===== config.mk =====
export PLATFORM = sky130hd
export DESIGN_NAME = cascaded_angle_rate_pid_unit
export DESIGN_NICKNAME = d
export VERILOG_FILES = /design/src/rtl/carpid_pkg.sv /design/src/rtl/carpid_csr.sv /design/src/rtl/carpid_ctrl.sv /design/src/rtl/carpid_dp.sv /design/src/rtl/cascaded_angle_rate_pid_unit.sv
export SDC_FILE = /design/constraint.sdc
export NUM_CORES = 2
export LEC_CHECK = 0
export BUFFER_PORTS_ARGS = -buffer_cell sky130_fd_sc_hd__buf_2
export CAP_MARGIN = 10
export CORE_MARGIN = 4
export CORE_UTILIZATION = 29
export DETAILED_ROUTE_END_ITERATION = 7
export SYNTH_ARGS = -nofsm -noshare
export SYNTH_HDL_FRONTEND = slang
export SYNTH_SLANG_ARGS = --single-unit

===== constraint.sdc =====
create_clock -name clock -period 29.1 [get_ports clock]
set_input_delay 0 -clock clock [delete_from_list [all_inputs] [get_ports clock]]
set_output_delay 0 -clock clock [all_outputs]
set_load 0.05 [all_outputs]

===== src/rtl/carpid_pkg.sv =====
// ----------------------------------------------------------------------------
// carpid_pkg
// Types, constants and arithmetic helpers of the cascaded angle/rate PID unit.
// ----------------------------------------------------------------------------
`timescale 1ns / 1ps
`default_nettype none

package carpid_pkg;

   localparam int GAIN_W    = 24;
   localparam int ANGLE_W   = 16;
   localparam int OUT_W     = 32;
   localparam int OPND_W    = 34;
   localparam int PROD_W    = GAIN_W + OPND_W;
   localparam int ACC_W     = 64;
   localparam int OUTER_SHIFT = 16;
   localparam int INNER_SHIFT = 8;

   localparam logic signed [OPND_W-1:0] RATE_OFFSET = 34'sd12;

   localparam logic signed [15:0] TARGET_ANGLE_RST = -16'sd512;
   localparam logic signed [23:0] ANGLE_P_RST      = 24'sd153600;
   localparam logic signed [23:0] ANGLE_I_RST      = 24'sd0;
   localparam logic signed [23:0] ANGLE_D_RST      = 24'sd0;
   localparam logic signed [23:0] RATE_P_RST       = 24'sd15360;
   localparam logic signed [23:0] RATE_I_RST       = 24'sd3840;
   localparam logic signed [23:0] RATE_D_RST       = 24'sd0;

   typedef enum logic [2:0] {
      CSR_TARGET_ANGLE = 3'd0,
      CSR_ANGLE_P      = 3'd1,
      CSR_ANGLE_I      = 3'd2,
      CSR_ANGLE_D      = 3'd3,
      CSR_RATE_P       = 3'd4,
      CSR_RATE_I       = 3'd5,
      CSR_RATE_D       = 3'd6
   } carpid_reg_type;

   typedef struct packed {
      logic signed [15:0] target_angle;
      logic signed [23:0] angle_p_gain;
      logic signed [23:0] angle_i_gain;
      logic signed [23:0] angle_d_gain;
      logic signed [23:0] rate_p_gain;
      logic signed [23:0] rate_i_gain;
      logic signed [23:0] rate_d_gain;
   } carpid_cfg_type;

   typedef enum logic [2:0] {
      MUL_AP,
      MUL_AI,
      MUL_AD,
      MUL_RP,
      MUL_RI,
      MUL_RD
   } carpid_mul_type;

   typedef enum logic [3:0] {
      ST_IDLE,
      ST_A_ERR,
      ST_A_MP,
      ST_A_MI,
      ST_A_MD,
      ST_A_ACC,
      ST_A_OUT,
      ST_R_ERR,
      ST_R_MP,
      ST_R_MI,
      ST_R_MD,
      ST_R_ACC,
      ST_R_OUT
   } carpid_state_type;

   typedef struct packed {
      logic           load_in;
      logic           outer_err;
      logic           inner_err;
      carpid_mul_type mul_sel;
      logic           acc_add;
      logic           set_setpoint;
      logic           load_rsp;
   } carpid_cmd_type;

   typedef struct packed {
      logic rsp_free;
   } carpid_status_type;

   function automatic logic signed [OUT_W-1:0] sat32(input logic signed [ACC_W-1:0] v);
      logic signed [OUT_W-1:0] r;
      if (v > 64'sh0000_0000_7FFF_FFFF) begin
         r = 32'sh7FFF_FFFF;
      end else if (v < -64'sh0000_0000_8000_0000) begin
         r = -32'sh8000_0000;
      end else begin
         r = v[OUT_W-1:0];
      end
      return r;
   endfunction

   // arithmetic shift right that rounds toward zero
   function automatic logic signed [ACC_W-1:0] shr_trunc(input logic signed [ACC_W-1:0] v,
                                                         input int unsigned sh);
      logic signed [ACC_W-1:0] bias;
      bias = v[ACC_W-1] ? ((64'sd1 <<< sh) - 64'sd1) : 64'sd0;
      return (v + bias) >>> sh;
   endfunction

endpackage

`default_nettype wire


===== src/rtl/carpid_csr.sv =====
// ----------------------------------------------------------------------------
// carpid_csr
// Gain and target registers, written through the csr channel.
// ----------------------------------------------------------------------------
`timescale 1ns / 1ps
`default_nettype none

module carpid_csr
   import carpid_pkg::*;
(
   input  wire logic           clock,
   input  wire logic           reset,
   input  wire logic           csr_valid,
   output logic                csr_ready,
   input  wire logic [2:0]     csr_index,
   input  wire logic [23:0]    csr_data,
   output carpid_cfg_type      cfg
);

   carpid_cfg_type cfg_ff;
   carpid_cfg_type cfg_in;

   assign csr_ready = 1'b1;
   assign cfg       = cfg_ff;

   always_comb begin
      cfg_in = cfg_ff;
      if (csr_valid) begin
         unique case (csr_index)
            CSR_TARGET_ANGLE: cfg_in.target_angle = csr_data[15:0];
            CSR_ANGLE_P:      cfg_in.angle_p_gain = csr_data;
            CSR_ANGLE_I:      cfg_in.angle_i_gain = csr_data;
            CSR_ANGLE_D:      cfg_in.angle_d_gain = csr_data;
            CSR_RATE_P:       cfg_in.rate_p_gain  = csr_data;
            CSR_RATE_I:       cfg_in.rate_i_gain  = csr_data;
            CSR_RATE_D:       cfg_in.rate_d_gain  = csr_data;
            default:          cfg_in = cfg_ff;
         endcase
      end
   end

   always_ff @(posedge clock) begin
      if (reset) begin
         cfg_ff.target_angle <= TARGET_ANGLE_RST;
         cfg_ff.angle_p_gain <= ANGLE_P_RST;
         cfg_ff.angle_i_gain <= ANGLE_I_RST;
         cfg_ff.angle_d_gain <= ANGLE_D_RST;
         cfg_ff.rate_p_gain  <= RATE_P_RST;
         cfg_ff.rate_i_gain  <= RATE_I_RST;
         cfg_ff.rate_d_gain  <= RATE_D_RST;
      end else begin
         cfg_ff <= cfg_in;
      end
   end

endmodule

`default_nettype wire


===== src/rtl/carpid_ctrl.sv =====
// ----------------------------------------------------------------------------
// carpid_ctrl
// Sequencer for the outer and inner loop steps on the shared multiplier.
// ----------------------------------------------------------------------------
`timescale 1ns / 1ps
`default_nettype none

module carpid_ctrl
   import carpid_pkg::*;
(
   input  wire logic               clock,
   input  wire logic               reset,
   input  wire logic               req_tvalid,
   output logic                    req_tready,
   input  wire carpid_status_type  status,
   output carpid_cmd_type          cmd
);

   carpid_state_type state_ff;
   carpid_state_type state_in;

   always_comb begin
      state_in = state_ff;
      unique case (state_ff)
         ST_IDLE:  if (req_tvalid) begin
            state_in = ST_A_ERR;
         end
         ST_A_ERR: state_in = ST_A_MP;
         ST_A_MP:  state_in = ST_A_MI;
         ST_A_MI:  state_in = ST_A_MD;
         ST_A_MD:  state_in = ST_A_ACC;
         ST_A_ACC: state_in = ST_A_OUT;
         ST_A_OUT: state_in = ST_R_ERR;
         ST_R_ERR: state_in = ST_R_MP;
         ST_R_MP:  state_in = ST_R_MI;
         ST_R_MI:  state_in = ST_R_MD;
         ST_R_MD:  state_in = ST_R_ACC;
         ST_R_ACC: state_in = ST_R_OUT;
         ST_R_OUT: if (status.rsp_free) begin
            state_in = ST_IDLE;
         end
         default:  state_in = ST_IDLE;
      endcase
   end

   always_comb begin
      req_tready       = 1'b0;
      cmd              = '0;
      cmd.mul_sel      = MUL_AP;
      unique case (state_ff)
         ST_IDLE: begin
            req_tready  = 1'b1;
            cmd.load_in = req_tvalid;
         end
         ST_A_ERR: cmd.outer_err = 1'b1;
         ST_A_MP:  cmd.mul_sel = MUL_AP;
         ST_A_MI: begin
            cmd.mul_sel = MUL_AI;
            cmd.acc_add = 1'b1;
         end
         ST_A_MD: begin
            cmd.mul_sel = MUL_AD;
            cmd.acc_add = 1'b1;
         end
         ST_A_ACC: cmd.acc_add = 1'b1;
         ST_A_OUT: cmd.set_setpoint = 1'b1;
         ST_R_ERR: cmd.inner_err = 1'b1;
         ST_R_MP:  cmd.mul_sel = MUL_RP;
         ST_R_MI: begin
            cmd.mul_sel = MUL_RI;
            cmd.acc_add = 1'b1;
         end
         ST_R_MD: begin
            cmd.mul_sel = MUL_RD;
            cmd.acc_add = 1'b1;
         end
         ST_R_ACC: cmd.acc_add = 1'b1;
         ST_R_OUT: cmd.load_rsp = status.rsp_free;
         default: begin
            req_tready = 1'b0;
         end
      endcase
   end

   always_ff @(posedge clock) begin
      if (reset) begin
         state_ff <= ST_IDLE;
      end else begin
         state_ff <= state_in;
      end
   end

endmodule

`default_nettype wire


===== src/rtl/carpid_dp.sv =====
// ----------------------------------------------------------------------------
// carpid_dp
// Loop state, shared 24x34 multiplier, accumulator and result register.
// ----------------------------------------------------------------------------
`timescale 1ns / 1ps
`default_nettype none

module carpid_dp
   import carpid_pkg::*;
(
   input  wire logic               clock,
   input  wire logic               reset,
   input  wire carpid_cmd_type     cmd,
   input  wire carpid_cfg_type     cfg,
   input  wire logic [31:0]        req_tdata,
   input  wire logic               rsp_tready,
   output logic                    rsp_tvalid,
   output logic [63:0]             rsp_tdata,
   output carpid_status_type       status
);

   logic signed [ANGLE_W-1:0] tilt_ff;
   logic signed [ANGLE_W-1:0] gyro_ff;
   logic signed [OUT_W-1:0]   asum_ff;
   logic signed [ANGLE_W-1:0] prev_angle_ff;
   logic signed [OUT_W-1:0]   rsum_ff;
   logic signed [ANGLE_W-1:0] prev_rate_ff;
   logic signed [16:0]        ea_ff;
   logic signed [16:0]        da_ff;
   logic signed [OPND_W-1:0]  er_ff;
   logic signed [16:0]        dr_ff;
   logic signed [PROD_W-1:0]  prod_ff;
   logic signed [ACC_W-1:0]   acc_ff;
   logic signed [OUT_W-1:0]   setpoint_ff;
   logic                      rsp_valid_ff;
   logic [63:0]               rsp_data_ff;

   logic signed [16:0]        ea_in;
   logic signed [OPND_W-1:0]  er_in;
   logic signed [GAIN_W-1:0]  mul_gain;
   logic signed [OPND_W-1:0]  mul_opnd;
   logic signed [PROD_W-1:0]  prod_in;
   logic signed [OUT_W-1:0]   drive_in;

   assign ea_in    = 17'(cfg.target_angle) - 17'(tilt_ff);
   assign er_in    = OPND_W'(setpoint_ff) - OPND_W'(gyro_ff) + RATE_OFFSET;
   assign prod_in  = mul_gain * mul_opnd;
   assign drive_in = sat32(shr_trunc(acc_ff, INNER_SHIFT));

   always_comb begin
      case (cmd.mul_sel)
         MUL_AP: begin
            mul_gain = cfg.angle_p_gain;
            mul_opnd = OPND_W'(ea_ff);
         end
         MUL_AI: begin
            mul_gain = cfg.angle_i_gain;
            mul_opnd = OPND_W'(asum_ff);
         end
         MUL_AD: begin
            mul_gain = cfg.angle_d_gain;
            mul_opnd = OPND_W'(da_ff);
         end
         MUL_RP: begin
            mul_gain = cfg.rate_p_gain;
            mul_opnd = er_ff;
         end
         MUL_RI: begin
            mul_gain = cfg.rate_i_gain;
            mul_opnd = OPND_W'(rsum_ff);
         end
         MUL_RD: begin
            mul_gain = cfg.rate_d_gain;
            mul_opnd = OPND_W'(dr_ff);
         end
         default: begin
            mul_gain = '0;
            mul_opnd = '0;
         end
      endcase
   end

   always_ff @(posedge clock) begin
      prod_ff <= prod_in;
      if (cmd.load_in) begin
         tilt_ff <= req_tdata[15:0];
         gyro_ff <= req_tdata[31:16];
      end
      if (cmd.outer_err) begin
         ea_ff  <= ea_in;
         da_ff  <= 17'(tilt_ff) - 17'(prev_angle_ff);
         acc_ff <= '0;
      end else if (cmd.inner_err) begin
         er_ff  <= er_in;
         dr_ff  <= 17'(gyro_ff) - 17'(prev_rate_ff);
         acc_ff <= '0;
      end else if (cmd.acc_add) begin
         acc_ff <= acc_ff + ACC_W'(prod_ff);
      end
      if (cmd.set_setpoint) begin
         setpoint_ff <= sat32(shr_trunc(acc_ff, OUTER_SHIFT));
      end
      if (cmd.load_rsp) begin
         rsp_data_ff <= {setpoint_ff, drive_in};
      end
   end

   always_ff @(posedge clock) begin
      if (reset) begin
         asum_ff       <= '0;
         prev_angle_ff <= '0;
         rsum_ff       <= '0;
         prev_rate_ff  <= '0;
         rsp_valid_ff  <= 1'b0;
      end else begin
         if (cmd.outer_err) begin
            asum_ff       <= sat32(ACC_W'(asum_ff) + ACC_W'(ea_in));
            prev_angle_ff <= tilt_ff;
         end
         if (cmd.inner_err) begin
            rsum_ff      <= sat32(ACC_W'(rsum_ff) + ACC_W'(er_in));
            prev_rate_ff <= gyro_ff;
         end
         if (cmd.load_rsp) begin
            rsp_valid_ff <= 1'b1;
         end else if (rsp_tready) begin
            rsp_valid_ff <= 1'b0;
         end
      end
   end

   assign rsp_tvalid      = rsp_valid_ff;
   assign rsp_tdata       = rsp_data_ff;
   assign status.rsp_free = !rsp_valid_ff || rsp_tready;

endmodule

`default_nettype wire


===== src/rtl/cascaded_angle_rate_pid_unit.sv =====
// A response is registered on rsp_tvalid once the sequencer has run the outer angle steps
// and then the inner rate steps; a new request is taken only after the last one is done.
// The single shared 24x34 multiplier forms the six products of each tick one after another.
// A full response register holds the sequencer in its last step until taken.
// Reset (synchronous, active high) restores the gains and target and clears both
// integrators and the previous angle and rate samples.
// ----------------------------------------------------------------------------
// cascaded_angle_rate_pid_unit
// Outer angle PID feeding an inner rate PID, one request per control tick.
// ----------------------------------------------------------------------------
`timescale 1ns / 1ps
`default_nettype none

module cascaded_angle_rate_pid_unit
   import carpid_pkg::*;
(
   input  wire logic        clock,
   input  wire logic        reset,
   input  wire logic        req_tvalid,
   output logic             req_tready,
   input  wire logic [31:0] req_tdata,   // tilt_angle[15:0], gyro_rate[31:16]
   output logic             rsp_tvalid,
   input  wire logic        rsp_tready,
   output logic [63:0]      rsp_tdata,   // drive_command[31:0], rate_setpoint[63:32]
   input  wire logic        csr_valid,
   output logic             csr_ready,
   input  wire logic [2:0]  csr_index,
   input  wire logic [23:0] csr_data
);

   carpid_cfg_type    cfg;
   carpid_cmd_type    cmd;
   carpid_status_type status;

   carpid_csr u_csr (
      .clock     (clock),
      .reset     (reset),
      .csr_valid (csr_valid),
      .csr_ready (csr_ready),
      .csr_index (csr_index),
      .csr_data  (csr_data),
      .cfg       (cfg)
   );

   carpid_ctrl u_ctrl (
      .clock      (clock),
      .reset      (reset),
      .req_tvalid (req_tvalid),
      .req_tready (req_tready),
      .status     (status),
      .cmd        (cmd)
   );

   carpid_dp u_dp (
      .clock      (clock),
      .reset      (reset),
      .cmd        (cmd),
      .cfg        (cfg),
      .req_tdata  (req_tdata),
      .rsp_tready (rsp_tready),
      .rsp_tvalid (rsp_tvalid),
      .rsp_tdata  (rsp_tdata),
      .status     (status)
   );

endmodule

`default_nettype wire


Word-level counts from Yosys, hierarchy flattened
Index checks and enable logic that the tools add are counted.
{"block": "totals", "inputBits": 64, "n_memories": 0, "output_inout_bits": 67, "rom_bits": 0, "mem_bits_rw": 0, "ff_bits": 596, "wordCells": 109, "latchBits": 0}
{"block": "op_classes", "add_sub_neg": 10, "n_mul": 1, "shift": 0, "mux": 23, "n_eq_ne": 25, "reduce_logical": 17, "n_bitwise": 1, "magnitude_cmp": 8, "div": 0}
{"operator": "one-hot mux 34 bit (6 select lines)", "count": 1}
{"operator": "2-to-1 mux 32 bit", "count": 6}
{"operator": "one-hot mux 24 bit (6 select lines)", "count": 1}
{"operator": "> comparator 64 x 32 -> 1 bit, second input constant", "count": 2}
{"operator": "less-than comparator 64 x 32 -> 1 bit, second input constant", "count": 2}
{"operator": "adder 64 x 17 -> 64 bit", "count": 1}
{"operator": "adder 64 x 58 -> 64 bit", "count": 1}
{"operator": "adder 64 x 9 -> 64 bit", "count": 1}
{"operator": "multiplier 24 x 34 -> 58 bit", "count": 1}
{"operator": "> comparator 56 x 32 -> 1 bit, second input constant", "count": 1}
{"operator": "less-than comparator 56 x 32 -> 1 bit, second input constant", "count": 1}
{"operator": "one-hot mux 4 bit (13 select lines)", "count": 1}
{"operator": "subtractor 16 x 16 -> 17 bit", "count": 3}
{"operator": "> comparator 48 x 32 -> 1 bit, second input constant", "count": 1}
{"operator": "less-than comparator 48 x 32 -> 1 bit, second input constant", "count": 1}
{"operator": "adder 32 x 34 -> 35 bit", "count": 1}
{"operator": "adder 33 x 5 -> 34 bit, second input constant", "count": 1}
{"operator": "adder 32 x 17 -> 33 bit", "count": 1}
{"operator": "subtractor 32 x 16 -> 33 bit", "count": 1}
{"operator": "== test 4 bit, second input constant", "count": 5}
{"operator": "AND reduction 2 bit", "count": 9}
{"operator": "== test 4 x 3 -> 1 bit, second input constant", "count": 4}
{"operator": "2-to-1 mux 16 bit", "count": 1}
{"operator": "== test 3 bit, second input constant", "count": 5}
{"operator": "18 further kinds", "count": 33}

Logic depth before layout (Yosys ltp)
{"block": "depth", "depth_word": 6, "mapped_depth": 38, "ltp_nobuf": 34}

Cells and area by module
A second synthesis with hierarchy kept.
{"block": "hier_totals", "cells_unflattened": 7030, "area_unflattened_um2": 63958.8}
{"mod": "carpid_dp", "area_per_inst_um2": 57346.2, "cells_per_inst": 6427, "seq_area_each_um2": 10780.3, "instances": 1}
{"mod": "carpid_csr", "area_per_inst_um2": 6248.5, "cells_per_inst": 565, "seq_area_each_um2": 3203.1, "instances": 1}
{"mod": "carpid_ctrl", "area_per_inst_um2": 364.1, "cells_per_inst": 38, "seq_area_each_um2": 80.1, "instances": 1}

Worst setup path after synthesis
OpenSTA, ideal clock, no wires.
{"block": "synth_path", "kind": "flip-flop to flip-flop", "startpoint": "register u_ctrl.state_ff[0]", "endpoint": "register u_dp.prod_ff[56]", "t_arrival_ps": 9189, "setup_ps": 136, "path_stages_with_launch": 37, "required_time_ps": 28964, "slack_ps": 19775, "n_path_buf": 6, "period_less_slack_ps": 9325, "cell_sequence": "dfxtp_1 clkbuf_1 or2_2 clkbuf_1 nor2_1 clkbuf_1 buf_1 a22oi_1 nand2_1 a221o_1 clkbuf_1 nand2_1 fa_1 inv_1 fa_1 inv_1 fa_1 inv_1 fa_1 fa_1 fa_1 inv_1 fa_1 inv_1 ha_1 clkbuf_1 a21o_1 a21o_1 a21o_1 a21o_1 a21oi_1 nor2b_1 o21ai_0 nand2b_1 a2111o_1 o21ai_0 a2111oi_0"}
{"block": "synth_via", "elab_chain_cells": 5, "word_cells_on_any_way": 15, "classes_between": "mul (1); eq/ne (10); mux (3); reduce/logical (1)"}
{"element": "start, declared", "line_no": "carpid_ctrl.sv:19", "source": "carpid_state_type state_ff;"}
{"element": "start signal, assigned", "line_no": "carpid_ctrl.sv:89", "source": "state_ff <= state_in;"}
{"element": "== test 4 bit, or another cell as far along", "line_no": "carpid_ctrl.sv:50", "source": "unique case (state_ff)"}
{"element": "one-hot mux 3 bit (5 select lines) (*)", "line_no": "carpid_ctrl.sv:50"}
{"element": "== test 3 bit, or another cell as far along", "line_no": "carpid_dp.sv:51", "source": "case (cmd.mul_sel)"}
{"element": "one-hot mux 24 bit (6 select lines) / one-hot mux 34 bit (6 select lines) (equally long branches)", "line_no": "carpid_dp.sv:51"}
{"element": "multiplier 24 x 34 -> 58 bit (*)", "line_no": "carpid_dp.sv:47", "source": "assign prod_in = mul_gain * mul_opnd;"}
{"element": "named net u_dp.prod_in[56]", "line_no": "carpid_dp.sv:42", "source": "logic signed [PROD_W-1:0] prod_in;"}
{"element": "end signal, assigned", "line_no": "carpid_dp.sv:84", "source": "prod_ff <= prod_in;"}
{"element": "end, declared", "line_no": "carpid_dp.sv:32", "source": "logic signed [PROD_W-1:0] prod_ff;"}
Mark *: on every way through the listed nets, which the timed path passes. The rest lies on a longest branch.
A chain may end at the register's enable or synchronous reset.

Worst setup path in the final report
{"block": "layout_path", "startpoint": "register u_ctrl.state_ff[1]", "endpoint": "register u_dp.prod_ff[53]"}
The elaborated chain is that of the path after synthesis.

==> parameters.txt <==
Parameter                              Value

Run status
  Status    completed

Logic synthesis
  Total of warnings raised by yosys    0
  Most frequent cell after synthesis    nand2_1
  Count of different cell masters after synthesis    90
  Post-Syn Nets    8618
  Mean post-synth cell area    8.641 µm²
  Register bit count reported by yosys    596
  Top cells by area in the synthesized netlist    fa_1, dfxtp_1, edfxtp_1
  Register area share after synthesis    22.27%
  Post-synth top flop    dfxtp_1
  Proportion of synthesized flip-flops having asynchronous set or reset    0%
  Commonest cells post-synth    nand2_1, inv_1, fa_1
  Biggest area consumer among synthesized cells    fa_1
  Number of enable-type register cells in the synthesized netlist    213
  Post-synthesis cell count    7310
  Fraction of post-synthesis cell area in the top cell type by area    26.43%
  Cell area after synthesis    63160 µm²

Worst setup path
  Crit Path Category    reg2reg
  Endpoint type of the worst setup path    flop
  Dominant cell type by count on the critical path    fa_1
  Largest delay share family, worst path    adder cells
  Cell with the largest stage delay on the worst path    a221o_1
  Worst Path Arrival    11.73 ns
  Critical Path RT    29.69 ns
  Type of element launching the critical path    flop
  Delay contributed by the slowest stage of the critical path    0.95 ns
  Crit path max fanout    42
  Crit path buf inv count    5

Timing
  Worst hold slack after final layout    0.06824 ns
  Number of max-slew violations in the final report    0
  Unrepaired setup endpoints after global routing    no
  Number of failing setup endpoints in the final timing report    0
  Setup_tns    0 ns
  Worst-case headroom to the max-slew limit    17.06%
  Final count of hold timing violations    0
  Final critical-path required period    11.14 ns
  Worst clock skew    0.06664 ns
  Peak clock frequency supported by timing    89.76 MHz
  Slack of the critical path    17.96 ns
  Final period util    38.29%
  Slew at the pin closest to its max-slew limit    1.241 ns

Layout
  Area Overhead vs Synth    11.57%
  Final cell area excluding filler cells    70470 µm²
  Fin nets    8653
  Proportion of layout cells with a drive suffix above 1    5.580%

Drt
  Post-DRT Antenna Nets    0
  Starting DRC count in detailed routing    4618
  Average wire length per cell after detail routing    19.61 µm
  Overall via count from detail_route    52670
  Post-Route WL    201.3 mm
  Residual DRC    0
  First-pass iteration count of the detailed router    6
  Via-to-Cell Ratio    5.133

Die
  Floorplan die height    474.7 µm
  Die Outline Area    225300 µm²
  Number of rows in the core area    171
  Die width    474.7 µm
  Top-level I/O count    131
  Core Region    217000 µm²
  Starting density of the core    29.11%

CTS
  Post-CTS Repair Setup Buffers    0
  Total number of clock tree sinks    596
  Cts bufs inserted    71
  TritonCTS clock tree    done
  Maximum buffer depth of the clock tree    3
  Root cell of the clock tree    clkbuf_16
  Clock-pin slew on the worst setup and hold paths    0.06 ns
  Post-cts hold buffer count    97
  H-tree level count    3
  Clock insertion delay at the later pin of the skew report    0.72 ns
  Resize count post-CTS    0

Job
  Count of maximum capacitance violations    0

GRT
  GRT Util Overall    17.95%
  Number of global-route vias before repair    54370
  Global-route congestion overflow total    0
  Largest net degree at the start of global routing    90
  Antenna violations before repair    4
  First-pass GRT wire length    317.7 mm

Placed design
  Placement Setup Slack    18.16 ns
  Placement Cell Area    66860 µm²
  Count of input and output buffers    129
  Half-perimeter wire length of the detailed placement result    153.6 mm
  Routability-driven placement congestion ratio    0.9089

Worst hold path
  Worst hold-check path type    in2reg
## registers in the layout, summed over array words and instances (netlist names), 32 cells and up
register          flops
u_dp.prod_ff         58
u_dp.setpoint_ff     32
u_dp.er_ff           34
u_dp.rsp_tdata       64
u_dp.rsum_ff         32
u_dp.acc_ff          64
u_dp.asum_ff         32
u_csr.cfg           160
## routing by layer
layer	vias up	wire length [µm]	track usage (%)
met1	26420	85250	23.53
met2	1966	92760	29.18
met5	-	23	0
met4	4	8287	7.087
li1	23840	-	-
met3	441	14950	3.436
## through the flow
step                cells  utilization, %
floorplan            7310               -
global placement    10030           30.81
detailed placement  10030           30.82
CTS                 10260           32.47
global route        10260           32.48
finish              10260           32.48
## worst register-to-register path: cells and delay by family (launching register included)
family          cells  cell delay [ns]
buf+inv             5             1.13
fa+ha+maj           8             4.17
simple gates        4             1.28
xor+xnor            1             0.16
compound gates     11             3.72
flops               1             0.58
## layout by cell type, fill, tap and decap left out, types with 83 or more instances in the layout
cell / synthesis / layout
xor2_1: 128 / 127
fa_1: 834 / 834
inv_1: 1093 / 1091
a21o_1: 124 / 124
ha_1: 410 / 410
nor2_1: 467 / 462
nand3_1: 120 / 120
a22oi_1: 83 / 83
xnor2_1: 185 / 185
edfxtp_1: 213 / 213
o21ai_0: 236 / 236
buf_2: 4 / 131
dlygate4sd3_1: 0 / 97
nand2_1: 1271 / 1270
dfxtp_1: 383 / 383
buf_4: 8 / 104
a21oi_1: 517 / 517
## layout make-up
type                       count  area [µm²]
clock buffer                  89        1926
tap                         2854        3571
multi-input combinational   5248       43670
inverter                    1094        4109
timing repair buffer         334        2446
antenna                        5       12.51
fill                       22560      146500
sequential                   596       14060
clock inverter                41       674.4
## worst paths after layout
path	startpoint	endpoint	slack, ns	cells after the start
max	u_ctrl.state_ff[1]$_SDFFE_PP0P_	u_dp.prod_ff[53]$_DFF_P_	17.96	29
min	req_tdata[20]	u_dp.gyro_ff[4]$_DFFE_PP_	0.07	2
max reg2reg	u_ctrl.state_ff[1]$_SDFFE_PP0P_	u_dp.prod_ff[53]$_DFF_P_	17.96	29
min reg2reg	u_dp.prev_rate_ff[7]$_SDFFE_PP0P_	u_dp.prev_rate_ff[7]$_SDFFE_PP0P_	0.45	2
## logic make-up after synthesis
group	after synthesis	share of synthesized area [%]
compound gates	1390	13.95
xor+xnor	313	4.340
fa+ha+maj	1272	35.00
buf+inv	1466	8.968
flops	596	22.27
mux	4	0.06933
other cells	1	0.005937
simple gates	2268	15.40
Power is not shown: default switching activity piles up to over one toggle a cycle in this logic, so the estimate is an artifact.
